### config.mk
export PLATFORM = sky130hd
export DESIGN_NAME = sensor_frame_crc_check_unpack_unit_flat
export DESIGN_NICKNAME = d
export VERILOG_FILES = /design/src/rtl/sfcc_pkg.sv /design/src/rtl/sfcc_byte_if.sv /design/src/rtl/sfcc_frame_tracker.sv /design/src/rtl/sfcc_result_reg.sv /design/src/rtl/sensor_frame_crc_check_unpack_unit.sv /design/src/flat_wrapper.sv
export VERILOG_INCLUDE_DIRS = /design/src /design/src/rtl
export SDC_FILE = /design/constraint.sdc
export NUM_CORES = 1
export LEC_CHECK = 0
export BUFFER_PORTS_ARGS = -buffer_cell sky130_fd_sc_hd__buf_2
export CAP_MARGIN = 20
export CORE_MARGIN = 3
export CORE_UTILIZATION = 38
export DETAILED_ROUTE_END_ITERATION = 12
export PLACE_DENSITY_LB_ADDON = 0.2
export SYNTH_ARGS = -nofsm -noshare
export SYNTH_HDL_FRONTEND = slang
export SYNTH_SLANG_ARGS = --single-unit
### constraint.sdc
create_clock -name clk_i -period 5.1 [get_ports clk_i]
set_input_delay 1.275 -clock clk_i [delete_from_list [all_inputs] [get_ports clk_i]]
set_output_delay 1.275 -clock clk_i [all_outputs]
set_load 0.02 [all_outputs]
### src/rtl/sensor_frame_crc_check_unpack_unit_macros.svh
// Assertion macros used by the frame tracker of the sensor frame checker RTL.
`ifndef SENSOR_FRAME_CRC_CHECK_UNPACK_UNIT_MACROS_SVH
`define SENSOR_FRAME_CRC_CHECK_UNPACK_UNIT_MACROS_SVH

// Check that cons holds in the same cycle as ante.
`define SFCC_ASSERT_SAME(lbl, clk, rst_n, ante, cons, msg) \
  lbl: assert property (@(posedge clk) disable iff (!(rst_n)) (ante) |-> (cons)) \
    else $error(msg);

// Check that cons holds in the cycle after ante.
`define SFCC_ASSERT_NEXT(lbl, clk, rst_n, ante, cons, msg) \
  lbl: assert property (@(posedge clk) disable iff (!(rst_n)) (ante) |=> (cons)) \
    else $error(msg);

`endif

### src/rtl/sfcc_pkg.sv
// Package: constants, types and the CRC-8 update function of the frame checker.
`default_nettype none

package sfcc_pkg;

  localparam int unsigned ByteW  = 8;
  localparam int unsigned FieldW = 20;
  localparam int unsigned PosW   = 3;
  localparam int unsigned PayW   = 40;

  // Byte position codes
  localparam logic [PosW-1:0] POS_FIRST = 3'd1;
  localparam logic [PosW-1:0] POS_CHECK = 3'd6;
  localparam logic [PosW-1:0] POS_IDLE  = 3'd7;

  localparam logic [ByteW-1:0] CRC_INIT = 8'hFF;
  localparam logic [ByteW-1:0] CRC_POLY = 8'h31;

  // Unpacked result of one frame
  typedef struct packed {
    logic              crc_ok;
    logic [FieldW-1:0] humidity_raw;
    logic [FieldW-1:0] temperature_raw;
  } sfcc_result_t;

  // Control from the frame tracker to the top level
  typedef struct packed {
    logic emit;        // accepted transaction completes a frame
    logic check_next;  // next byte is the CRC byte
  } sfcc_trk_ctrl_t;

  // CRC-8, MSB first, one byte
  function automatic logic [ByteW-1:0] crc8_update(input logic [ByteW-1:0] crc,
                                                   input logic [ByteW-1:0] data);
    logic [ByteW-1:0] c;
    c = crc ^ data;
    for (int k = 0; k < ByteW; k++) begin
      if (c[ByteW-1]) begin
        c = {c[ByteW-2:0], 1'b0} ^ CRC_POLY;
      end else begin
        c = {c[ByteW-2:0], 1'b0};
      end
    end
    return c;
  endfunction

endpackage

`default_nettype wire

### src/rtl/sfcc_byte_if.sv
// Interfaces: received byte channel and frame result channel.
`default_nettype none

interface sfcc_byte_if;
  logic                           valid;
  logic                           ready;
  logic [sfcc_pkg::ByteW-1:0]     rx_byte;
  logic                           frame_start;

  modport source (output valid, output rx_byte, output frame_start, input ready);
  modport sink   (input valid, input rx_byte, input frame_start, output ready);
endinterface

interface sfcc_result_if;
  logic                           valid;
  logic                           ready;
  logic                           crc_ok;
  logic [sfcc_pkg::FieldW-1:0]    humidity_raw;
  logic [sfcc_pkg::FieldW-1:0]    temperature_raw;

  modport source (output valid, output crc_ok, output humidity_raw,
                  output temperature_raw, input ready);
  modport sink   (input valid, input crc_ok, input humidity_raw,
                  input temperature_raw, output ready);
endinterface

`default_nettype wire

### src/rtl/sfcc_frame_tracker.sv
// Frame tracker: byte position, running CRC and payload shift register.
`default_nettype none
`include "sensor_frame_crc_check_unpack_unit_macros.svh"

module sfcc_frame_tracker (
  input  wire logic                         clk_i,
  input  wire logic                         rst_ni,
  input  wire logic                         fire_i,
  input  wire logic [sfcc_pkg::ByteW-1:0]   rx_byte_i,
  input  wire logic                         frame_start_i,
  output sfcc_pkg::sfcc_trk_ctrl_t          ctrl_o,
  output sfcc_pkg::sfcc_result_t            result_o
);

  logic [sfcc_pkg::PosW-1:0]  pos_q, pos_d;
  logic [sfcc_pkg::ByteW-1:0] crc_q, crc_d;
  logic [sfcc_pkg::PayW-1:0]  pay_q, pay_d;
  logic                       in_frame;
  logic                       emit;

  // Bytes 1 to 5 are collected; position 0 is never entered
  assign in_frame = (pos_q != sfcc_pkg::POS_IDLE) && (pos_q != '0) &&
                    (pos_q != sfcc_pkg::POS_CHECK);
  assign emit     = fire_i && !frame_start_i && (pos_q == sfcc_pkg::POS_CHECK);

  // Advance position, CRC and payload
  always_comb begin
    pos_d = pos_q;
    crc_d = crc_q;
    pay_d = pay_q;
    if (fire_i) begin
      if (frame_start_i) begin
        pos_d = sfcc_pkg::POS_FIRST;
        crc_d = sfcc_pkg::crc8_update(sfcc_pkg::CRC_INIT, rx_byte_i);
        pay_d = '0;
      end else if (in_frame) begin
        pos_d = pos_q + 3'd1;
        crc_d = sfcc_pkg::crc8_update(crc_q, rx_byte_i);
        pay_d = {pay_q[sfcc_pkg::PayW-sfcc_pkg::ByteW-1:0], rx_byte_i};
      end else if (pos_q == sfcc_pkg::POS_CHECK) begin
        pos_d = sfcc_pkg::POS_IDLE;
      end
    end
  end

  always_ff @(posedge clk_i or negedge rst_ni) begin
    if (!rst_ni) begin
      pos_q <= sfcc_pkg::POS_IDLE;
      crc_q <= sfcc_pkg::CRC_INIT;
    end else begin
      pos_q <= pos_d;
      crc_q <= crc_d;
    end
  end

  // Payload is only read after a start has cleared it
  always_ff @(posedge clk_i) begin
    pay_q <= pay_d;
  end

  // Unpack and check the finished frame
  assign result_o.crc_ok          = (crc_q == rx_byte_i);
  assign result_o.humidity_raw    = pay_q[sfcc_pkg::PayW-1:sfcc_pkg::FieldW];
  assign result_o.temperature_raw = pay_q[sfcc_pkg::FieldW-1:0];

  assign ctrl_o.emit       = emit;
  assign ctrl_o.check_next = (pos_q == sfcc_pkg::POS_CHECK);

  `SFCC_ASSERT_NEXT(a_start_restarts, clk_i, rst_ni, fire_i && frame_start_i,
                    pos_q == sfcc_pkg::POS_FIRST, "start byte did not restart frame")
  `SFCC_ASSERT_NEXT(a_emit_goes_idle, clk_i, rst_ni, emit,
                    pos_q == sfcc_pkg::POS_IDLE, "frame end did not return to idle")
  `SFCC_ASSERT_NEXT(a_idle_ignores, clk_i, rst_ni,
                    fire_i && !frame_start_i && (pos_q == sfcc_pkg::POS_IDLE),
                    (pos_q == sfcc_pkg::POS_IDLE) && $stable(crc_q),
                    "idle byte changed frame state")

endmodule

`default_nettype wire

### src/rtl/sfcc_result_reg.sv
// Result register: holds one frame result until the receiver takes it.
`default_nettype none

module sfcc_result_reg (
  input  wire logic                    clk_i,
  input  wire logic                    rst_ni,
  input  wire logic                    load_i,
  input  wire sfcc_pkg::sfcc_result_t  data_i,
  sfcc_result_if.source                res_o
);

  logic                   valid_q, valid_d;
  sfcc_pkg::sfcc_result_t data_q;

  // Load on a new result, drop once taken
  assign valid_d = load_i || (valid_q && !res_o.ready);

  always_ff @(posedge clk_i or negedge rst_ni) begin
    if (!rst_ni) begin
      valid_q <= 1'b0;
    end else begin
      valid_q <= valid_d;
    end
  end

  always_ff @(posedge clk_i) begin
    if (load_i) begin
      data_q <= data_i;
    end
  end

  assign res_o.valid           = valid_q;
  assign res_o.crc_ok          = data_q.crc_ok;
  assign res_o.humidity_raw    = data_q.humidity_raw;
  assign res_o.temperature_raw = data_q.temperature_raw;

endmodule

`default_nettype wire

### src/rtl/sensor_frame_crc_check_unpack_unit.sv
// Top level: sensor reply frame CRC-8 checker and humidity/temperature unpacker.
//
// Usage: byte_i carries one reply byte per transaction, frame_start marking byte 0.
// Bytes 0..5 run through CRC-8 (poly 0x31, init 0xFF, MSB first); bytes 1..5
// are kept as payload. Byte 6 yields one transaction on result_o with crc_ok,
// the 20-bit humidity and the 20-bit temperature. Other bytes yield nothing.
// A frame_start byte always restarts the frame; bytes while idle are dropped.
// Throughput: one byte per cycle while byte_i.ready is high; the CRC update is one unrolled byte step
// between the frame state registers.
// Output: result_o.valid is registered and rises in the cycle after byte 6 is accepted.
// Stall: the result register holds while result_o.ready is low. Bytes 0..5
// keep flowing; byte_i.ready drops only when the next byte is the CRC byte
// and the previous result is still waiting.
// Reset: rst_ni clears the frame state to idle and empties the result register.
`default_nettype none

module sensor_frame_crc_check_unpack_unit (
  input  wire logic     clk_i,
  input  wire logic     rst_ni,
  sfcc_byte_if.sink     byte_i,
  sfcc_result_if.source result_o
);

  sfcc_pkg::sfcc_trk_ctrl_t trk_ctrl;
  sfcc_pkg::sfcc_result_t   trk_result;
  logic                     in_fire;
  logic                     out_blocked;

  // Hold off only the CRC byte while a result is stuck
  assign out_blocked  = result_o.valid && !result_o.ready;
  assign byte_i.ready = !(trk_ctrl.check_next && out_blocked);
  assign in_fire      = byte_i.valid && byte_i.ready;

  sfcc_frame_tracker u_tracker (
    .clk_i         (clk_i),
    .rst_ni        (rst_ni),
    .fire_i        (in_fire),
    .rx_byte_i     (byte_i.rx_byte),
    .frame_start_i (byte_i.frame_start),
    .ctrl_o        (trk_ctrl),
    .result_o      (trk_result)
  );

  sfcc_result_reg u_result (
    .clk_i  (clk_i),
    .rst_ni (rst_ni),
    .load_i (trk_ctrl.emit),
    .data_i (trk_result),
    .res_o  (result_o)
  );

endmodule

`default_nettype wire
### src/flat_wrapper.sv
// flat-port wrapper written by rule: the top's interface ports become plain ports
module sensor_frame_crc_check_unpack_unit_flat 
  (clk_i, rst_ni, byte_i_valid, byte_i_rx_byte, byte_i_frame_start, byte_i_ready, result_o_valid, result_o_crc_ok, result_o_humidity_raw, result_o_temperature_raw, result_o_ready);
  sfcc_byte_if byte_i_i ();
  sfcc_result_if result_o_i ();
  input  wire logic clk_i;
  input  wire logic rst_ni;
  input wire logic [$bits(byte_i_i.valid)-1:0] byte_i_valid;
  input wire logic [$bits(byte_i_i.rx_byte)-1:0] byte_i_rx_byte;
  input wire logic [$bits(byte_i_i.frame_start)-1:0] byte_i_frame_start;
  output wire logic [$bits(byte_i_i.ready)-1:0] byte_i_ready;
  output wire logic [$bits(result_o_i.valid)-1:0] result_o_valid;
  output wire logic [$bits(result_o_i.crc_ok)-1:0] result_o_crc_ok;
  output wire logic [$bits(result_o_i.humidity_raw)-1:0] result_o_humidity_raw;
  output wire logic [$bits(result_o_i.temperature_raw)-1:0] result_o_temperature_raw;
  input wire logic [$bits(result_o_i.ready)-1:0] result_o_ready;
  assign byte_i_i.valid = byte_i_valid;
  assign byte_i_i.rx_byte = byte_i_rx_byte;
  assign byte_i_i.frame_start = byte_i_frame_start;
  assign byte_i_ready = byte_i_i.ready;
  assign result_o_valid = result_o_i.valid;
  assign result_o_crc_ok = result_o_i.crc_ok;
  assign result_o_humidity_raw = result_o_i.humidity_raw;
  assign result_o_temperature_raw = result_o_i.temperature_raw;
  assign result_o_i.ready = result_o_ready;
  sensor_frame_crc_check_unpack_unit u_core (.clk_i(clk_i), .rst_ni(rst_ni), .byte_i(byte_i_i), .result_o(result_o_i));
endmodule
==> Word-level counts from Yosys, hierarchy flattened <==
Index checks and enable logic that the tools add are counted.
{ "totals": {"ff_bits": 93, "output_inout_bits": 43} }
{ "classes": {"addsub": 1, "eq_ne": 4, "muxes": 57, "bitwise": 18, "n_reduce_logical": 16} }
{ "op_table": {"columns": ["cell", "n"], "rows": [
  ["two-way mux 8 bit", 37],
  ["two-way mux 6 bit", 16],
  ["NOT 3 bit", 16],
  ["two-way mux 40 bit", 1],
  ["two-way mux 3 bit", 3],
  ["== test 8 bit", 1],
  ["NOT 8 bit", 1],
  ["XOR 8 bit", 1],
  ["logical AND 1 bit", 7],
  ["!= test 3 bit, second input constant", 2],
  ["nonzero test 3 bit", 2],
  ["AND reduction 2 bit", 2],
  ["adder 3 x 1 -> 3 bit, second input constant", 1],
  ["== test 3 bit, second input constant", 1],
  ["zero test 1 bit", 3],
  ["nonzero test 2 bit", 1],
  ["logical OR 1 bit", 1]
]} }

==> Longest topological paths before layout <==
{ "logic_depth": {"ltp_word": 40, "ltp_mapped": 7, "ltp_nobuf": 7} }

==> Cells and area by module <==
From an unflattened synthesis, not the netlist that was laid out.
{ "unflattened": {"cells_unflattened": 253, "hier_area_um2": 3847.4} }
{ "modules_own_cells": {"columns": ["module", "n_inst", "cells_each", "area_each_um2"], "rows": [
  ["sfcc_frame_tracker", 1, 207, 2553.7],
  ["sfcc_result_reg", 1, 44, 1267.5],
  ["sensor_frame_crc_check_unpack_unit", 1, 2, 26.3]
]} }

==> Worst setup path after synthesis <==
Ideal clock, no wire load.
{ "synth_timing": {"path_kind": "input-to-reg", "from": "input port result_o_ready", "to": "register u_core.u_result.data_q (netlist bit u_core.u_result.res_o.crc_ok), enable pin", "t_arrival_ns": 4.566, "setup_slack_ns": 0.041, "cell_stages": 3, "path_cell_list": "nand4b_1 nand2_1 nor3_1"} }
{ "synth_via": {"elab_chain_cells": 7} }
{ "synth_rtl": {"columns": ["item", "line", "rtl"], "rows": [
  ["start, declared", "flat_wrapper.sv:16", "input wire logic [$bits(result_o_i.ready)-1:0] result_o_ready;"],
  ["zero test 1 bit", "sensor_frame_crc_check_unpack_unit.sv:30", "assign out_blocked = result_o.valid && !result_o.ready;"],
  ["logical AND 1 bit", "sensor_frame_crc_check_unpack_unit.sv:30", null],
  ["logical AND 1 bit", "sensor_frame_crc_check_unpack_unit.sv:31", "assign byte_i.ready = !(trk_ctrl.check_next && out_blocked);"],
  ["zero test 1 bit", "sensor_frame_crc_check_unpack_unit.sv:31", null],
  ["logical AND 1 bit", "sensor_frame_crc_check_unpack_unit.sv:32", "assign in_fire = byte_i.valid && byte_i.ready;"],
  ["logical AND 1 bit (2 in series)", "sfcc_frame_tracker.sv:24", "assign emit = fire_i && !frame_start_i && (pos_q == sfcc_pkg::POS_CHECK);"],
  ["named net u_core.u_result.load_i", "sfcc_result_reg.sv:7", "input wire logic load_i,"],
  ["end signal, assigned", "sfcc_result_reg.sv:28", "data_q <= data_i;"],
  ["end, declared", "sfcc_result_reg.sv:13", "sfcc_pkg::sfcc_result_t data_q;"]
]} }
The timed path passes the listed nets, and every way through them passes these cells.
A chain may end at the register's enable or synchronous reset.

==> Worst setup path in the final report <==
{ "layout_timing": {"from": "input port result_o_ready", "to": "output port byte_i_ready"} }
{ "layout_via": {"elab_chain_cells": 4} }
{ "layout_rtl": {"columns": ["item", "line", "rtl"], "rows": [
  ["zero test 1 bit", "sensor_frame_crc_check_unpack_unit.sv:30", null],
  ["logical AND 1 bit", "sensor_frame_crc_check_unpack_unit.sv:30", null],
  ["logical AND 1 bit", "sensor_frame_crc_check_unpack_unit.sv:31", null],
  ["zero test 1 bit", "sensor_frame_crc_check_unpack_unit.sv:31", null],
  ["end, declared", "flat_wrapper.sv:11", "output wire logic [$bits(byte_i_i.ready)-1:0] byte_i_ready;"]
]} }
No other way between the ends.

==> results by group <==
Power and ir drop
  – Switch Pwr: 677 uW
  – Switching part of the total power: 30.6%
  – Total power: 2220 uW
  – Power share of the clock group: 21.4%
  – Sequential share of power: just over 50%
  – Leakage power: 0.00169 uW
  – Power per cell area: 492 nW/um2
  – Internal power consumption: 1540 uW
  – Peak supply drop: 0.223 mV
  – Comb pwr share: 27.2%

Setup path
  – Most numerous cell on the critical path: buf_2
  – CP Launch Type: input port
  – WP data arrival: 1820 ps
  – Worst-path cell chain: buf_2, nand4b_1, buf_2
  – Critical path type: in -> out
  – Crit path max-delay cell type: nand4b_1
  – Crit path max fanout: 4
  – Worst Path Buf+Inv: 2
  – Top delay family on crit path: buffers and inverters
  – Worst stage delay on the critical path: 230 ps
  – Worst path required time: 3830 ps
  – Endpoint type of the worst setup path: output pin

STA
  – Worst slew pin tran: 1030 ps
  – Final setup fails: 0
  – Clk_skew: around 12 ps
  – Final Cycle Share: 60.8%
  – Relative slew slack: 31.4%
  – RSZ-0062 raised after global routing: no
  – TNS Setup: 0 ps
  – Post-route minimum period: 3100 ps
  – Final worst slack: around 2000 ps
  – Fmax: about 320 MHz
  – Final Slew Violations: 0
  – Final hold vios: 0

Layout
  – Most common cell after layout, fill and taps aside: edfxtp_1
  – Area growth from synthesis to layout: 15.0%
  – Final net count: 324
  – Layout cells sized above 1: 29.4%
  – Final Core Density: between 40 and 50%
  – Commonest non-fill, non-tap cells in the layout: edfxtp_1, buf_2, nor2b_1
  – Final Instance Area: 4500 um2
  – Ant diodes: 0

Run status
  – Status: completed

Logic synthesis
  – Sequential element share of the synthesized area: 70.1%
  – Synth Area per Inst: 15.4 um2
  – Number of synthesized register bits: 93
  – Post-Syn Instances: between 200 and 300
  – Synth top area share: 62.1%
  – Number of synthesized flops with an enable pin: 81
  – Async SR Flop Fraction: around 13%
  – Post-synthesis net count: 270
  – Dominant synthesized flop cell: edfxtp_1
  – Synth top area cells: edfxtp_1, dfstp_2, nor2b_1
  – Synthesized area: 3920 um2
  – Yosys Warn Count: 0
  – Leading area contributor after synthesis: edfxtp_1
  – Synth cell types: 42

Detailed routing
  – DR pass1 iterations: 4
  – Vias: roughly 2000
  – Antenna Nets Post-Route: 0
  – Routed WL: 6260 um
  – WL per Instance: about 14 um
  – Drt via density: roughly 4.5
  – Drt drc: 0
  – DRT iter0 DRCs: 99

Run
  – Number of max-cap violations: 0

Global routing
  – First-pass GRT wire length: 10400 um
  – Vias in the first global route: approximately 2000
  – Initial antenna violation count: 0
  – GRT Util Overall: about 12%
  – Congestion Overflow GR: 0
  – Largest net degree at the start of global routing: 56

Floorplanning
  – DIE HEIGHT: 108 um
  – I/O pin cnt: 56
  – # rows: 36
  – Starting Density: 39.5%
  – Die ar.: approximately 12000 um2
  – Die span in x: ~110 um
  – CORE AREA: 9910 um2

Clock network
  – CTS Hold Bufs: 0
  – Total CTS buffers: 9
  – Clk buf depth: 2
  – CTS clk-pin slew, worst paths: 80 ps
  – Gates resized, CTS repair: 0
  – Clk root buf: clkbuf_8
  – H-Tree Depth: 3
  – Clk sinks: 93
  – CTS tree: yes
  – Post-CTS Setup Inserts: 0
  – Clock latency at the later pin of the worst-skew pair: approximately 350 ps

Placed design
  – Cell Area, Placed: 4310 um2
  – Pre-CTS setup slack: roughly 1600 ps
  – GPL Wtd Cong: between 0.7 and 0.8
  – IO Port Bufs: 55
  – Post-DP HPWL: 4040 um

Min path
  – Hold Path Class: reg -> reg
-- layer usage --
metal	up-vias	routed length (um)	track usage, %
li1	1001	-	-
met1	939	2940	15.9
met2	47	2910	18.0
met3	7	323	3.36
met4	0	88	3.52
met5	-	0	0
-- power groups by stage --
stage	Sequential [uW]	Combinational, uW	Clock (uW)
global route	1170	676	519
CTS	1140	611	486
finish	1140	602	474
global placement	1150	589	0
floorplan	1100	547	0
detailed placement	1160	608	0
-- kinds of logic after synthesis --
| family | Yosys count | synth area share, % |
|---|---|---|
| buffers and inverters | 21 | 2.40 |
| AO/OA/AOI/OAI | 26 | 4.82 |
| flip-flops | 93 | 70.1 |
| XOR/XNOR | 34 | 10.3 |
| multiplexers | 2 | 0.511 |
| adder cells (fa/ha/maj) | 3 | 0.958 |
| AND/OR/NAND/NOR | 75 | 11.0 |
-- worst paths after layout --
kind	cells past startpoint	startpoint	to	slack (ps)
min in group asynchronous	1	rst_ni	u_core.u_result.res_o.valid$_DFF_PN0_	800
worst min-delay path	0	u_core.u_tracker.pay_q[32]$_SDFFCE_PP0P_	u_core.u_result.res_o.humidity_raw[12]$_DFFE_PP_	430
worst max register to register	6	u_core.u_tracker.pos_q[1]$_DFFE_PN1P_	u_core.u_tracker.crc_q[2]$_DFFE_PN1P_	2230
max in group asynchronous	1	rst_ni	u_core.u_tracker.crc_q[0]$_DFFE_PN1P_	4020
worst min register to register	0	u_core.u_tracker.pay_q[32]$_SDFFCE_PP0P_	u_core.u_result.res_o.humidity_raw[12]$_DFFE_PP_	430
worst max-delay path	3	result_o_ready	byte_i_ready	2000
-- final cells by class --
cell class,count,area (um2)
clock buffer,10,138
clock inverter,6,55.1
fill,898,5410
inverter,7,26.3
multi-input combinational,140,1080
sequential,93,2750
tap,133,166
timing repair buffer,57,290
-- synthesized netlist by cell type, types with 2 or more instances --
library cell   n
nor2_1         8
nand3_1        2
a2bb2oi_1      2
nand4_1        2
and2_1         3
inv_1          6
a21o_1         2
xor2_1         7
dfstp_2       11
clkbuf_1       9
o21ai_0        2
xor3_1         2
edfxtp_1      81
xnor2_1       20
ha_1           3
nand2_1       10
o21ai_1        5
xnor3_1        3
nor2b_1       42
buf_2          3
mux2i_1        2
o31ai_2        2
nor3_1         2
xor3_2         2
a21oi_1        6
-- worst register-to-register path, delay by kind of cell (launching register included) --
family | cells | cell delay, ps
buffers and inverters | 1 | 640
AOI/OAI and AO/OA | 3 | 1330
adders and majority gates | 1 | 210
DFF | 1 | 560
and+or+nand+nor | 1 | 70
-- sequential cells by signal, summed over array words and instances, names as in the netlist --
signal / count
u_core.u_tracker.pos_q: 3
u_core.u_result.res_o.valid: 1
u_core.u_result.res_o.crc_ok: 1
u_core.u_result.res_o.humidity_raw: 20
u_core.u_result.res_o.temperature_raw: 20
u_core.u_tracker.pay_q: 40
u_core.u_tracker.crc_q: 8
-- metrics by stage --
step	hold slack, ps	cells
global placement	405	430
finish	426	446
CTS	427	446
detailed placement	405	430
global route	442	446
floorplan	400	254
Note: power is estimated with default switching activity, not from simulation.
